$ cat src/assert_macros.svh
// Assertion helpers for the RTL.
`ifndef ASSERT_MACROS_SVH
`define ASSERT_MACROS_SVH

// Implication checked on every rising clock edge outside reset.
`define ASSERT_IMPL(label, clk, rst, prop, msg) \
  label: assert property (@(posedge clk) disable iff (rst) prop) else $error(msg);

// Condition in one cycle implies a condition in the next one.
`define ASSERT_NEXT(label, clk, rst, a, b, msg) \
  label: assert property (@(posedge clk) disable iff (rst) (a) |=> (b)) else $error(msg);

`endif

$ cat src/icv_pkg.sv
`timescale 1ns / 1ps

package icv_pkg;

  localparam int CHAR_W     = 8;
  localparam int CNT_W      = 6;
  localparam int REM_W      = 7;
  localparam int PREFIX_LEN = 4;

  localparam logic [CNT_W-1:0] CNT_MAX    = 6'd63;
  localparam logic [CNT_W-1:0] NAT_HEAD   = 6'd13;
  localparam logic [CNT_W-1:0] NAT_LEN    = 6'd15;
  localparam logic [REM_W-1:0] SI_BASE    = 7'd98;
  localparam logic [11:0]      MOD_BASE   = 12'd97;
  // 100 mod 97, folds a two-digit letter value in one step
  localparam logic [11:0]      LETTER_MUL = 12'd3;
  // 10^6 mod 97, shifts the remainder past a six-digit prefix
  localparam logic [11:0]      PREFIX_MUL = 12'd27;
  // floor(2^16 / 97), reciprocal for the remainder
  localparam logic [21:0]      MOD_RECIP  = 22'd675;

  localparam logic [CHAR_W-1:0] CH_ZERO     = 8'h30;
  localparam logic [CHAR_W-1:0] CH_NINE     = 8'h39;
  localparam logic [CHAR_W-1:0] CH_UP_A     = 8'h41;
  localparam logic [CHAR_W-1:0] CH_UP_Z     = 8'h5a;
  localparam logic [CHAR_W-1:0] CH_LO_A     = 8'h61;
  localparam logic [CHAR_W-1:0] CH_LO_Z     = 8'h7a;
  localparam logic [CHAR_W-1:0] CASE_OFFSET = 8'h20;
  localparam logic [CHAR_W-1:0] LETTER_BASE = 8'd10;
  localparam logic [CHAR_W-1:0] CH_S        = 8'h53;
  localparam logic [CHAR_W-1:0] CH_I        = 8'h49;

  function automatic logic is_digit(input logic [CHAR_W-1:0] c);
    return (c >= CH_ZERO) && (c <= CH_NINE);
  endfunction

  function automatic logic is_upper(input logic [CHAR_W-1:0] c);
    return (c >= CH_UP_A) && (c <= CH_UP_Z);
  endfunction

  function automatic logic is_lower(input logic [CHAR_W-1:0] c);
    return (c >= CH_LO_A) && (c <= CH_LO_Z);
  endfunction

  // x mod 97 for x below 4096: reciprocal estimate, one correction step
  function automatic logic [REM_W-1:0] mod97(input logic [11:0] x);
    logic [21:0] prod;
    logic [5:0]  q;
    logic [11:0] r;
    prod = 22'(x) * MOD_RECIP;
    q    = prod[21:16];
    r    = x - 12'(q) * MOD_BASE;
    if (r >= MOD_BASE) begin
      r = r - MOD_BASE;
    end
    return r[REM_W-1:0];
  endfunction

  // fold one uppercase letter (two digits) or one digit into a remainder
  function automatic logic [REM_W-1:0] fold_char(input logic [REM_W-1:0] rem,
                                                 input logic [CHAR_W-1:0] c);
    logic [CHAR_W-1:0] v;
    logic [REM_W-1:0]  res;
    v   = c - CH_UP_A + LETTER_BASE;
    res = rem;
    if (is_upper(c)) begin
      res = mod97(12'(rem) * LETTER_MUL + 12'(v));
    end else if (is_digit(c)) begin
      res = mod97(12'(rem) * 12'd10 + 12'(c[3:0]));
    end
    return res;
  endfunction

  // national IBAN length by country code, 0 when unknown
  function automatic logic [CNT_W-1:0] rom_length(input logic [CHAR_W-1:0] a,
                                                  input logic [CHAR_W-1:0] b);
    logic [CNT_W-1:0] len;
    unique case ({a, b})
      "AD": len = 6'd24; "AE": len = 6'd23; "AL": len = 6'd28; "AT": len = 6'd20;
      "AZ": len = 6'd28; "BA": len = 6'd20; "BE": len = 6'd16; "BG": len = 6'd22;
      "BH": len = 6'd22; "BI": len = 6'd27; "BR": len = 6'd29; "BY": len = 6'd28;
      "CH": len = 6'd21; "CR": len = 6'd22; "CY": len = 6'd28; "CZ": len = 6'd24;
      "DE": len = 6'd22; "DJ": len = 6'd27; "DK": len = 6'd18; "DO": len = 6'd28;
      "EE": len = 6'd20; "EG": len = 6'd29; "ES": len = 6'd24; "FI": len = 6'd18;
      "FO": len = 6'd18; "FR": len = 6'd27; "GB": len = 6'd22; "GE": len = 6'd22;
      "GI": len = 6'd23; "GL": len = 6'd18; "GR": len = 6'd27; "GT": len = 6'd28;
      "HR": len = 6'd21; "HU": len = 6'd28; "IE": len = 6'd22; "IL": len = 6'd23;
      "IQ": len = 6'd23; "IS": len = 6'd26; "IT": len = 6'd27; "JO": len = 6'd30;
      "KM": len = 6'd27; "KW": len = 6'd30; "KZ": len = 6'd20; "LB": len = 6'd28;
      "LC": len = 6'd32; "LI": len = 6'd21; "LT": len = 6'd20; "LU": len = 6'd20;
      "LV": len = 6'd21; "LY": len = 6'd25; "MC": len = 6'd27; "MD": len = 6'd24;
      "ME": len = 6'd22; "MK": len = 6'd19; "MR": len = 6'd27; "MT": len = 6'd31;
      "MU": len = 6'd30; "NL": len = 6'd18; "NO": len = 6'd15; "OM": len = 6'd23;
      "PK": len = 6'd24; "PL": len = 6'd28; "PS": len = 6'd29; "PT": len = 6'd25;
      "QA": len = 6'd29; "RO": len = 6'd24; "RS": len = 6'd22; "RU": len = 6'd33;
      "SA": len = 6'd24; "SC": len = 6'd31; "SD": len = 6'd18; "SE": len = 6'd24;
      "SI": len = 6'd19; "SK": len = 6'd24; "SM": len = 6'd27; "SO": len = 6'd23;
      "ST": len = 6'd25; "SV": len = 6'd28; "TL": len = 6'd23; "TN": len = 6'd24;
      "TR": len = 6'd26; "UA": len = 6'd29; "VA": len = 6'd22; "VG": len = 6'd24;
      "YE": len = 6'd30;
      default: len = '0;
    endcase
    return len;
  endfunction

endpackage

$ cat src/icv_char_if.sv
`timescale 1ns / 1ps

interface icv_char_if;
  import icv_pkg::*;

  logic              valid;
  logic              ready;
  logic [CHAR_W-1:0] char_code;
  logic              last_char;

  modport source(output valid, char_code, last_char, input ready);
  modport sink(input valid, char_code, last_char, output ready);
endinterface

$ cat src/icv_result_if.sv
`timescale 1ns / 1ps

interface icv_result_if;
  logic valid;
  logic ready;
  logic iban_valid;

  modport source(output valid, iban_valid, input ready);
  modport sink(input valid, iban_valid, output ready);
endinterface

$ cat src/iban_checksum_validator.sv
`timescale 1ns / 1ps

// IBAN checksum validator, one character per transfer.
// chars:  one ASCII byte per transfer, last_char set on the final character.
// result: one transfer per IBAN, iban_valid = 1 when every check passed.
// Throughput: one character per cycle while result is drained. The per-character
//   mod-97 fold and flag update sit between the running state and a snapshot
//   register; the length lookup and final remainder sit between the snapshot
//   and the result register.
// Path: the last character loads the snapshot, then the result register.
// Stall: the result register and the snapshot register each hold one IBAN, so
//   characters keep flowing while a result waits; chars.ready drops only when
//   both are full and result.ready is low.
// Reset (rst, synchronous): running state returns to an empty IBAN, both
//   output stages go empty. After each last character the running state
//   clears the same way, so the next transfer starts a new IBAN.
// The prefix (country code, check digits) is folded as its own remainder
//   and joined at the end as rem * 10^6 + prefix, which is exact whenever the
//   prefix passed the letter and digit checks.
module iban_checksum_validator (
  input logic         clk,
  input logic         rst,
  icv_char_if.sink    chars,
  icv_result_if.source result
);
  import icv_pkg::*;

  // running state of the IBAN being received
  logic [3:0][CHAR_W-1:0] prefix_store, prefix_next;
  logic [REM_W-1:0]       prefix_rem, prefix_rem_next;
  logic [CNT_W-1:0]       char_count, char_count_next;
  logic [REM_W-1:0]       mod_remainder, mod_remainder_next;
  logic [REM_W-1:0]       national_remainder, national_remainder_next;
  logic [REM_W-1:0]       national_tail, national_tail_next;
  logic                   chars_ok, chars_ok_next;
  logic                   national_digits_ok, national_digits_ok_next;

  // snapshot of a finished IBAN
  logic                   snap_valid;
  logic [CNT_W-1:0]       snap_total;
  logic [CHAR_W-1:0]      snap_c0, snap_c1;
  logic                   snap_check_dig;
  logic                   snap_chars_ok;
  logic [REM_W-1:0]       snap_rem;
  logic [REM_W-1:0]       snap_prefix_rem;
  logic                   snap_nat_ok;
  logic [REM_W-1:0]       snap_nat_rem;
  logic [REM_W-1:0]       snap_nat_tail;

  // result register
  logic                   res_valid;
  logic                   res_bit;

  logic                   in_xfer, res_load;
  logic [CHAR_W-1:0]      c_up;
  logic [CNT_W-1:0]       bban_idx;
  logic                   is_prefix;

  assign res_load    = snap_valid && (!res_valid || result.ready);
  assign chars.ready = !snap_valid || res_load;
  assign in_xfer     = chars.valid && chars.ready;

  assign is_prefix = char_count < CNT_W'(PREFIX_LEN);
  assign bban_idx  = char_count - CNT_W'(PREFIX_LEN);
  // lowercase BBAN letters fold as uppercase
  assign c_up = is_lower(chars.char_code) ? chars.char_code - CASE_OFFSET
                                          : chars.char_code;

  // per-character update
  always_comb begin
    prefix_next             = prefix_store;
    prefix_rem_next         = prefix_rem;
    mod_remainder_next      = mod_remainder;
    national_remainder_next = national_remainder;
    national_tail_next      = national_tail;
    chars_ok_next           = chars_ok;
    national_digits_ok_next = national_digits_ok;
    char_count_next = (char_count == CNT_MAX) ? char_count : char_count + 1'b1;
    if (is_prefix) begin
      prefix_next[char_count[1:0]] = chars.char_code;
      prefix_rem_next = fold_char(prefix_rem, chars.char_code);
    end else begin
      if (is_upper(c_up) || is_digit(c_up)) begin
        mod_remainder_next = fold_char(mod_remainder, c_up);
      end else begin
        chars_ok_next = 1'b0;
      end
      if (is_digit(c_up)) begin
        if (bban_idx < NAT_HEAD) begin
          national_remainder_next = fold_char(national_remainder, c_up);
        end else if (bban_idx < NAT_LEN) begin
          national_tail_next = REM_W'(11'(national_tail) * 11'd10 + 11'(c_up[3:0]));
        end
      end else begin
        national_digits_ok_next = 1'b0;
      end
    end
  end

  always_ff @(posedge clk) begin
    if (rst || (in_xfer && chars.last_char)) begin
      prefix_store       <= '0;
      prefix_rem         <= '0;
      char_count         <= '0;
      mod_remainder      <= '0;
      national_remainder <= '0;
      national_tail      <= '0;
      chars_ok           <= 1'b1;
      national_digits_ok <= 1'b1;
    end else if (in_xfer) begin
      prefix_store       <= prefix_next;
      prefix_rem         <= prefix_rem_next;
      char_count         <= char_count_next;
      mod_remainder      <= mod_remainder_next;
      national_remainder <= national_remainder_next;
      national_tail      <= national_tail_next;
      chars_ok           <= chars_ok_next;
      national_digits_ok <= national_digits_ok_next;
    end
  end

  // snapshot stage
  always_ff @(posedge clk) begin
    if (rst) begin
      snap_valid <= 1'b0;
    end else begin
      snap_valid <= (in_xfer && chars.last_char) || (snap_valid && !res_load);
    end
  end

  always_ff @(posedge clk) begin
    if (in_xfer && chars.last_char) begin
      snap_total      <= char_count_next;
      snap_c0         <= prefix_next[0];
      snap_c1         <= prefix_next[1];
      snap_check_dig  <= is_digit(prefix_next[2]) && is_digit(prefix_next[3]);
      snap_chars_ok   <= chars_ok_next;
      snap_rem        <= mod_remainder_next;
      snap_prefix_rem <= prefix_rem_next;
      snap_nat_ok     <= national_digits_ok_next;
      snap_nat_rem    <= national_remainder_next;
      snap_nat_tail   <= national_tail_next;
    end
  end

  // final checks
  logic [CNT_W-1:0] exp_len;
  logic [REM_W-1:0] final_rem;
  logic [REM_W-1:0] nat_rem100;
  logic             base_ok, is_si, si_ok, verdict;

  always_comb begin
    exp_len    = rom_length(snap_c0, snap_c1);
    final_rem  = mod97(12'(snap_rem) * PREFIX_MUL + 12'(snap_prefix_rem));
    nat_rem100 = mod97(12'(snap_nat_rem) * LETTER_MUL);
    base_ok    = (snap_total > CNT_W'(PREFIX_LEN)) && (exp_len != '0)
                 && (snap_total == exp_len) && snap_check_dig && snap_chars_ok;
    is_si      = (snap_c0 == CH_S) && (snap_c1 == CH_I);
    si_ok      = snap_nat_ok && (snap_total == NAT_LEN + CNT_W'(PREFIX_LEN))
                 && ((SI_BASE - nat_rem100) == snap_nat_tail);
    verdict    = base_ok && (final_rem == REM_W'(1)) && (!is_si || si_ok);
  end

  // result stage
  always_ff @(posedge clk) begin
    if (rst) begin
      res_valid <= 1'b0;
    end else if (res_load) begin
      res_valid <= 1'b1;
    end else if (result.ready) begin
      res_valid <= 1'b0;
    end
  end

  always_ff @(posedge clk) begin
    if (res_load) begin
      res_bit <= verdict;
    end
  end

  assign result.valid      = res_valid;
  assign result.iban_valid = res_bit;

`include "assert_macros.svh"

  `ASSERT_NEXT(a_last_fills_snap, clk, rst, in_xfer && chars.last_char, snap_valid, "last character did not reach the snapshot")
  `ASSERT_NEXT(a_last_clears_state, clk, rst, in_xfer && chars.last_char, char_count == '0 && chars_ok && national_digits_ok, "state not cleared after last character")
  `ASSERT_NEXT(a_count_step, clk, rst, in_xfer && !chars.last_char && char_count != CNT_MAX, char_count == $past(char_count) + 1'b1, "character count did not advance")
  `ASSERT_NEXT(a_snap_held, clk, rst, snap_valid && !res_load, snap_valid && $stable(snap_rem), "pending snapshot lost")

endmodule

$ cat src/flat_wrapper.sv
// flat-port wrapper written by rule: the top's interface ports become plain ports
module iban_checksum_validator_flat import icv_pkg::*;
  (clk, rst, chars_valid, chars_char_code, chars_last_char, chars_ready, result_valid, result_iban_valid, result_ready);
  icv_char_if chars_i ();
  icv_result_if result_i ();
  input logic clk;
  input logic rst;
  input wire logic [$bits(chars_i.valid)-1:0] chars_valid;
  input wire logic [$bits(chars_i.char_code)-1:0] chars_char_code;
  input wire logic [$bits(chars_i.last_char)-1:0] chars_last_char;
  output wire logic [$bits(chars_i.ready)-1:0] chars_ready;
  output wire logic [$bits(result_i.valid)-1:0] result_valid;
  output wire logic [$bits(result_i.iban_valid)-1:0] result_iban_valid;
  input wire logic [$bits(result_i.ready)-1:0] result_ready;
  assign chars_i.valid = chars_valid;
  assign chars_i.char_code = chars_char_code;
  assign chars_i.last_char = chars_last_char;
  assign chars_ready = chars_i.ready;
  assign result_valid = result_i.valid;
  assign result_iban_valid = result_i.iban_valid;
  assign result_i.ready = result_ready;
  iban_checksum_validator u_core (.clk(clk), .rst(rst), .chars(chars_i), .result(result_i));
endmodule
$ cat config.mk
export PLATFORM = sky130hd
export DESIGN_NAME = iban_checksum_validator_flat
export DESIGN_NICKNAME = d
export VERILOG_FILES = /design/src/icv_pkg.sv /design/src/icv_char_if.sv /design/src/icv_result_if.sv /design/src/iban_checksum_validator.sv /design/src/flat_wrapper.sv
export VERILOG_INCLUDE_DIRS = /design/src /design/src/src
export SDC_FILE = /design/constraint.sdc
export NUM_CORES = 1
export LEC_CHECK = 0
export ABC_AREA = 1
export BUFFER_PORTS_ARGS = -buffer_cell sky130_fd_sc_hd__buf_2
export CORE_UTILIZATION = 50
export DETAILED_ROUTE_END_ITERATION = 10
export PLACE_DENSITY = 0.64
export SETUP_SLACK_MARGIN = 0.05
export SYNTH_ARGS = -nofsm -noshare
export SYNTH_HDL_FRONTEND = slang
export SYNTH_SLANG_ARGS = --single-unit
$ cat constraint.sdc
create_clock -name clk -period 12.4 [get_ports clk]
set_clock_uncertainty 0.05 [all_clocks]
set_input_delay 1.86 -clock clk [delete_from_list [all_inputs] [get_ports clk]]
set_output_delay 1.86 -clock clk [all_outputs]
set_load 0.01 [all_outputs]
* Word-level counts from Yosys, hierarchy flattened
Cells that the tools add are included.
** Word-level totals
- Bits in registers :: 124
- Bits of input ports :: 13
** Cells by class
- Add/subtract/negate cells :: 32
- $mul :: 25
- $lt $le $gt $ge :: 28
- Eq/ne operators :: 92
- Multiplexer cells :: 36
- Reductions and logical operators :: 48
** Operator list (number)
- $eq 16x15->1 const B :: 85
- $mux 7 :: 23
- $mul 12x10->22 const B :: 7
- $pmux 6 s18 :: 1
- $ge 12x7->1 const B :: 8
- $mul 6x7->12 const B :: 7
- $sub 7x7->7 const B :: 8
- $sub 12x12->12 :: 4
- $add 11x4->12 :: 3
- $mul 7x2->9 const B :: 4
- $sub 10x12->12 :: 3
- $bwmux 32 :: 1
- $ge 8x6->1 const B :: 4
- $le 8x6->1 const B :: 4
- $mux 32 :: 1
- $add 9x8->10 :: 3
- $mul 7x3->10 const B :: 3
- $ge 8x7->1 const B :: 3
- $le 8x7->1 const B :: 3
- $logic_and 1x1->1 :: 22
- $reduce_or 10->1 :: 2
- $mul 9x10->19 const B :: 1
- $add 8x4->8 const B :: 2
- $demux 8 s2 :: 1
- other kinds (37) :: 58

* Logic depth before layout (Yosys ltp)
- Word-level depth :: 15
- Gate-level depth with buffers :: 64
- Depth with buffers taken out :: 63

* Least setup slack after synthesis
OpenSTA, ideal clock, no wires.
- Path kind :: input-to-reg
- From :: input port chars_char_code[0]
- To :: register u_core.snap_rem[3], data pin
- Setup time :: 0.251 ns
- Arrival time :: 10.815 ns
- Data required time :: 12.099 ns
- Slack :: 1.284 ns
- Stages on the path :: 53
- Cell sequence :: clkbuf_1 inv_1 clkbuf_1 ha_1 nand3_1 nand2_1 o31ai_1 nand2_1 inv_1 nor2_1 xor2_1 fa_1 ha_1 inv_1 nor2_1 nor2_1 nor2_1 nor2_1 (+17 left out) ha_1 fa_1 inv_1 ha_1 a21o_1 a21oi_1 o21ai_0 and2_1 nor2_1 xnor2_1 nand2_1 buf_2 nand2_1 a21oi_1 o21ai_0 nand3_1 nand2_1 inv_1
** Between the ends
- Word-level cells in the longest chain between the ends :: 14
- Elaborated cells on any way between the ends :: 32
** Ends and longest elaborated chain
- from (decl) :: RTL line flat_wrapper.sv:9 : input wire logic [$bits(chars_i.char_code)-1:0] chars_char_code;
- $ge 8x7->1 or $le 8x7->1 (tied branches) :: RTL line icv_pkg.sv:42 : return (c >= CH_LO_A) && (c <= CH_LO_Z);
- $logic_and 1x1->1 :: RTL line icv_pkg.sv:42
- $mux 8 * :: RTL line iban_checksum_validator.sv:66 : assign c_up = is_lower(chars.char_code) ? chars.char_code - CASE_OFFSET
- $sub 8x7->8 :: RTL line icv_pkg.sv:64 : v = c - CH_UP_A + LETTER_BASE;
- $add 8x4->8 :: RTL line icv_pkg.sv:64
- $add 9x8->10 :: RTL line icv_pkg.sv:67 : res = mod97(12'(rem) * LETTER_MUL + 12'(v));
- $mul 12x10->22 :: RTL line icv_pkg.sv:50 : prod = 22'(x) * MOD_RECIP;
- $mul 6x7->12 :: RTL line icv_pkg.sv:52 : r = x - 12'(q) * MOD_BASE;
- $sub 10x12->12 :: RTL line icv_pkg.sv:52
- $ge 12x7->1 or $sub 7x7->7 (tied branches) :: RTL line icv_pkg.sv:53, icv_pkg.sv:54
- $mux 7 :: RTL line icv_pkg.sv:53 : if (r >= MOD_BASE) begin
- $mux 7 :: RTL line icv_pkg.sv:66 : if (is_upper(c)) begin
- $mux 7 * :: RTL line iban_checksum_validator.sv:83 : if (is_upper(c_up) || is_digit(c_up)) begin
- $mux 7 * :: RTL line iban_checksum_validator.sv:79 : if (is_prefix) begin
- net u_core.mod_remainder_next[3] :: RTL line iban_checksum_validator.sv:32 : logic [REM_W-1:0] mod_remainder, mod_remainder_next;
- to (signal assigned) :: RTL line iban_checksum_validator.sv:138 : snap_rem <= mod_remainder_next;
- to (decl) :: RTL line iban_checksum_validator.sv:44 : logic [REM_W-1:0] snap_rem;
The timed path passes the listed nets; every way through them passes the cells marked *.
A chain may end at the register's enable or synchronous reset.

* Worst setup path in the final report
- From :: input port chars_char_code[1]
- To :: register u_core.snap_prefix_rem[6], data pin
** Between the ends
- Word-level cells in the longest chain between the ends :: 10
- Elaborated cells on any way between the ends :: 25
** Ends and longest elaborated chain
- $sub 8x7->8 :: RTL line icv_pkg.sv:64
- $add 8x4->8 :: RTL line icv_pkg.sv:64
- $add 9x8->10 :: RTL line icv_pkg.sv:67
- $mul 12x10->22 :: RTL line icv_pkg.sv:50
- $mul 6x7->12 :: RTL line icv_pkg.sv:52
- $sub 10x12->12 :: RTL line icv_pkg.sv:52
- $ge 12x7->1 or $sub 7x7->7 (tied branches) :: RTL line icv_pkg.sv:53, icv_pkg.sv:54
- $mux 7 :: RTL line icv_pkg.sv:53
- $mux 7 * :: RTL line icv_pkg.sv:66
- $mux 7 * :: RTL line iban_checksum_validator.sv:79
- net u_core.prefix_rem_next[6] :: RTL line iban_checksum_validator.sv:30 : logic [REM_W-1:0] prefix_rem, prefix_rem_next;
- to (signal assigned) :: RTL line iban_checksum_validator.sv:139 : snap_prefix_rem <= prefix_rem_next;
- to (decl) :: RTL line iban_checksum_validator.sv:45 : logic [REM_W-1:0] snap_prefix_rem;
Marked as above.

==> impl_metrics.toml <==
[setup_path]
crit_path_end_kind = "register"
cp-start-kind = "input port"
crit_arrival_ns = 11.35
path_class = "input port to register"
crit_family = "adder cells"
r2r_slack_ns = 2.09
critPathRequiredTime_ns = 12.53
cp_common_cell = "inv_1"
path_max_fanout = 11
path_buf_inv = 11
crit_path_max_incr_delay_ns = 0.51
critPathSlowestCell = "fa_1"

[finish]
fin_nets = 4647
layout-drive-gt1-share = 0.0300
syn_to_final_growth_pct = 5.94

[cts]
post_cts_buffers = 0
cts-buffers-inserted = 17
clock-root-buffer = "clkbuf_16"
cts_hold_buf = 0
htree_num_levels = 4
clock_sinks = 122
cts_buffer_depth = 2
cts_resized = 0
clk_latency_ns = 0.43
clk_pin_slew_ns = 0.06
cts_tree = "yes"

[global_routing]
grt_first_pass_wirelength_um = 101000
grt.total_usage = 0.212
grt.overflow.total = 0
grt_pass1_vias = 21500
antenna_found_initial = 5
grt_max_degree = 65

[routing]
drt_wl_total_um = 58700
drc = 0
postRouteAntennaNets = 0
wl_per_cell_um = 13.2
vias_per_cell = 5.06
drtPass1Iterations = 5
drt-initial-drc-count = 1162
via_count = 22500

[synthesis]
ys_async_sr_fraction = 0
yosys_warnings = 0
ys_seq_area_frac = 0.105
ys_types = 63
syn_inst = 3649
ys.flop_type = "dfxtp_1"
syn_avg_cell_area_um2 = 7.76
synth-seq-cells = 122
synth-edff-count = 54
synth_area_um2 = 28300

[floorplan]
core_area_um2 = 55500
die_area_um2 = 57600
die_h_um = 240
rows = 86
ios = 16
die_w_um = 240
initial_core_util = 0.510

[hold_path]
hp-class = "register to register"

[sta]
max_freq_mhz = 89.1
worst_pin_slew_ns = 0.939
finalCritPeriodShare = 0.905
tns_ns = 0
period_minus_slack_ns = 11.22
setup_viol = 0
rsz0062_at_grt = "no"
finalHoldViolations = 0
slew_headroom = 0.373
maxSlewViolCount = 0

[placement]
dp_hpwl_um = 50900
numPortBuffers = 15
place_congestion = 0.943

[run]
maxCapViolCount = 0

[run_status]
status = "completed"
## tightest hold or removal path, stage by stage, from the launching register on
cell,delay [ns]
dfxtp_1,0.31
inv_1,0.06
a21oi_1,0.06
## path summary, 6_finish.rpt
kind | from | to | depth (start not counted)
worst min-delay path | u_core.snap_valid$_SDFF_PP0_ | u_core.result.valid$_SDFFE_PP0P_ | 2
worst max register to register | u_core.snap_rem[4]$_DFFE_PP_ | u_core.result.iban_valid$_DFFE_PP_ | 47
worst min register to register | u_core.snap_valid$_SDFF_PP0_ | u_core.result.valid$_SDFFE_PP0P_ | 2
worst max-delay path | chars_char_code[1] | u_core.snap_prefix_rem[6]$_DFFE_PP_ | 52
## cells in the mapped netlist, drive strengths merged, types with 9 or more instances
cell | instances | area share
nor2 | 243 | 0.033
fa | 174 | 0.12
edfxtp | 54 | 0.057
a21o | 14 | 0.0037
nand4 | 33 | 0.0073
o2111ai | 9 | 0.0028
or2 | 16 | 0.0036
xor2 | 137 | 0.042
inv | 848 | 0.11
a21oi | 233 | 0.041
xnor2 | 55 | 0.017
nor3 | 34 | 0.0062
a31oi | 10 | 0.0024
o211ai | 12 | 0.0032
o21ai | 194 | 0.034
nor4 | 16 | 0.0035
ha | 774 | 0.34
nand2 | 455 | 0.062
dfxtp | 68 | 0.048
nand3 | 149 | 0.027
o21bai | 13 | 0.0034
clkbuf | 27 | 0.0036
## registers in the layout, indices dropped and copies added (netlist names), 6 cells and up
signal	count
u_core.snap_total	6
u_core.mod_remainder	7
u_core.prefix_rem	7
u_core.snap_nat_rem	7
u_core.snap_c0	8
u_core.national_tail	7
u_core.national_remainder	7
u_core.snap_prefix_rem	7
u_core.snap_c1	8
u_core.snap_nat_tail	7
u_core.snap_rem	7
u_core.prefix_store	30
u_core.char_count	6
## cell type report
type,instances,area (um2)
inverters,855,3210
clock buffers,19,454
fillers,5378,25500
well taps,748,936
multi-input cells,2655,22100
diodes,1,2.50
repair buffers,35,225
flip-flops and latches,122,2980
clock inverters,13,131
## logic make-up (layout without fill, tap and decap cells)
logic type	after synthesis	count (layout)	share of synthesized area
compound gates	531	531	0.104
xor+xnor	192	192	0.0594
fa+ha+maj	948	948	0.465
buf+inv	885	922	0.117
flops	122	122	0.105
other cells	2	16	0.000265
simple gates	969	969	0.149
## metal layers
| metal | wire (um) | GRT usage | up-vias |
|---|---|---|---|
| li1 | - | - | 11900 |
| met1 | 28900 | 0.289 | 10200 |
| met5 | 27 | 0 | - |
| met2 | 27500 | 0.371 | 301 |
| met4 | 794 | 0.0386 | 4 |
| met3 | 1570 | 0.0137 | 48 |
## placed cells by master, fill, tap and decap left out, types with 14 or more instances in the layout
master and count:
inv_1 842, ha_1 774, nand2_1 442, nor2_1 239, a21oi_1 231, o21ai_0 193, fa_1 174, nand3_1 146
xor2_1 137, dfxtp_1 68, xnor2_1 55, edfxtp_1 54, nand4_1 33, nor3_1 33, buf_4 20, clkbuf_16 18
nor4_1 16, conb_1 15, buf_2 15, a21o_1 14
## through the flow
step | hold slack (ns) | area, um2 | setup WS [ns] | cells | utilization
6_report | 0.415 | 30000 | 1.18 | 4448 | 0.541
5_1_grt | 0.440 | 30000 | 0.388 | 4448 | 0.541
2_1_floorplan | 0.381 | 28400 | 1.28 | 3662 | -
3_5_place_dp | 0.399 | 29400 | 0.781 | 4415 | 0.530
3_3_place_gp | 0.391 | 29400 | 0.917 | 4415 | 0.530
4_1_cts | 0.414 | 30000 | 1.21 | 4447 | 0.541
Power is not shown: default switching activity piles up to over one toggle a cycle in this logic, so the estimate is an artifact.
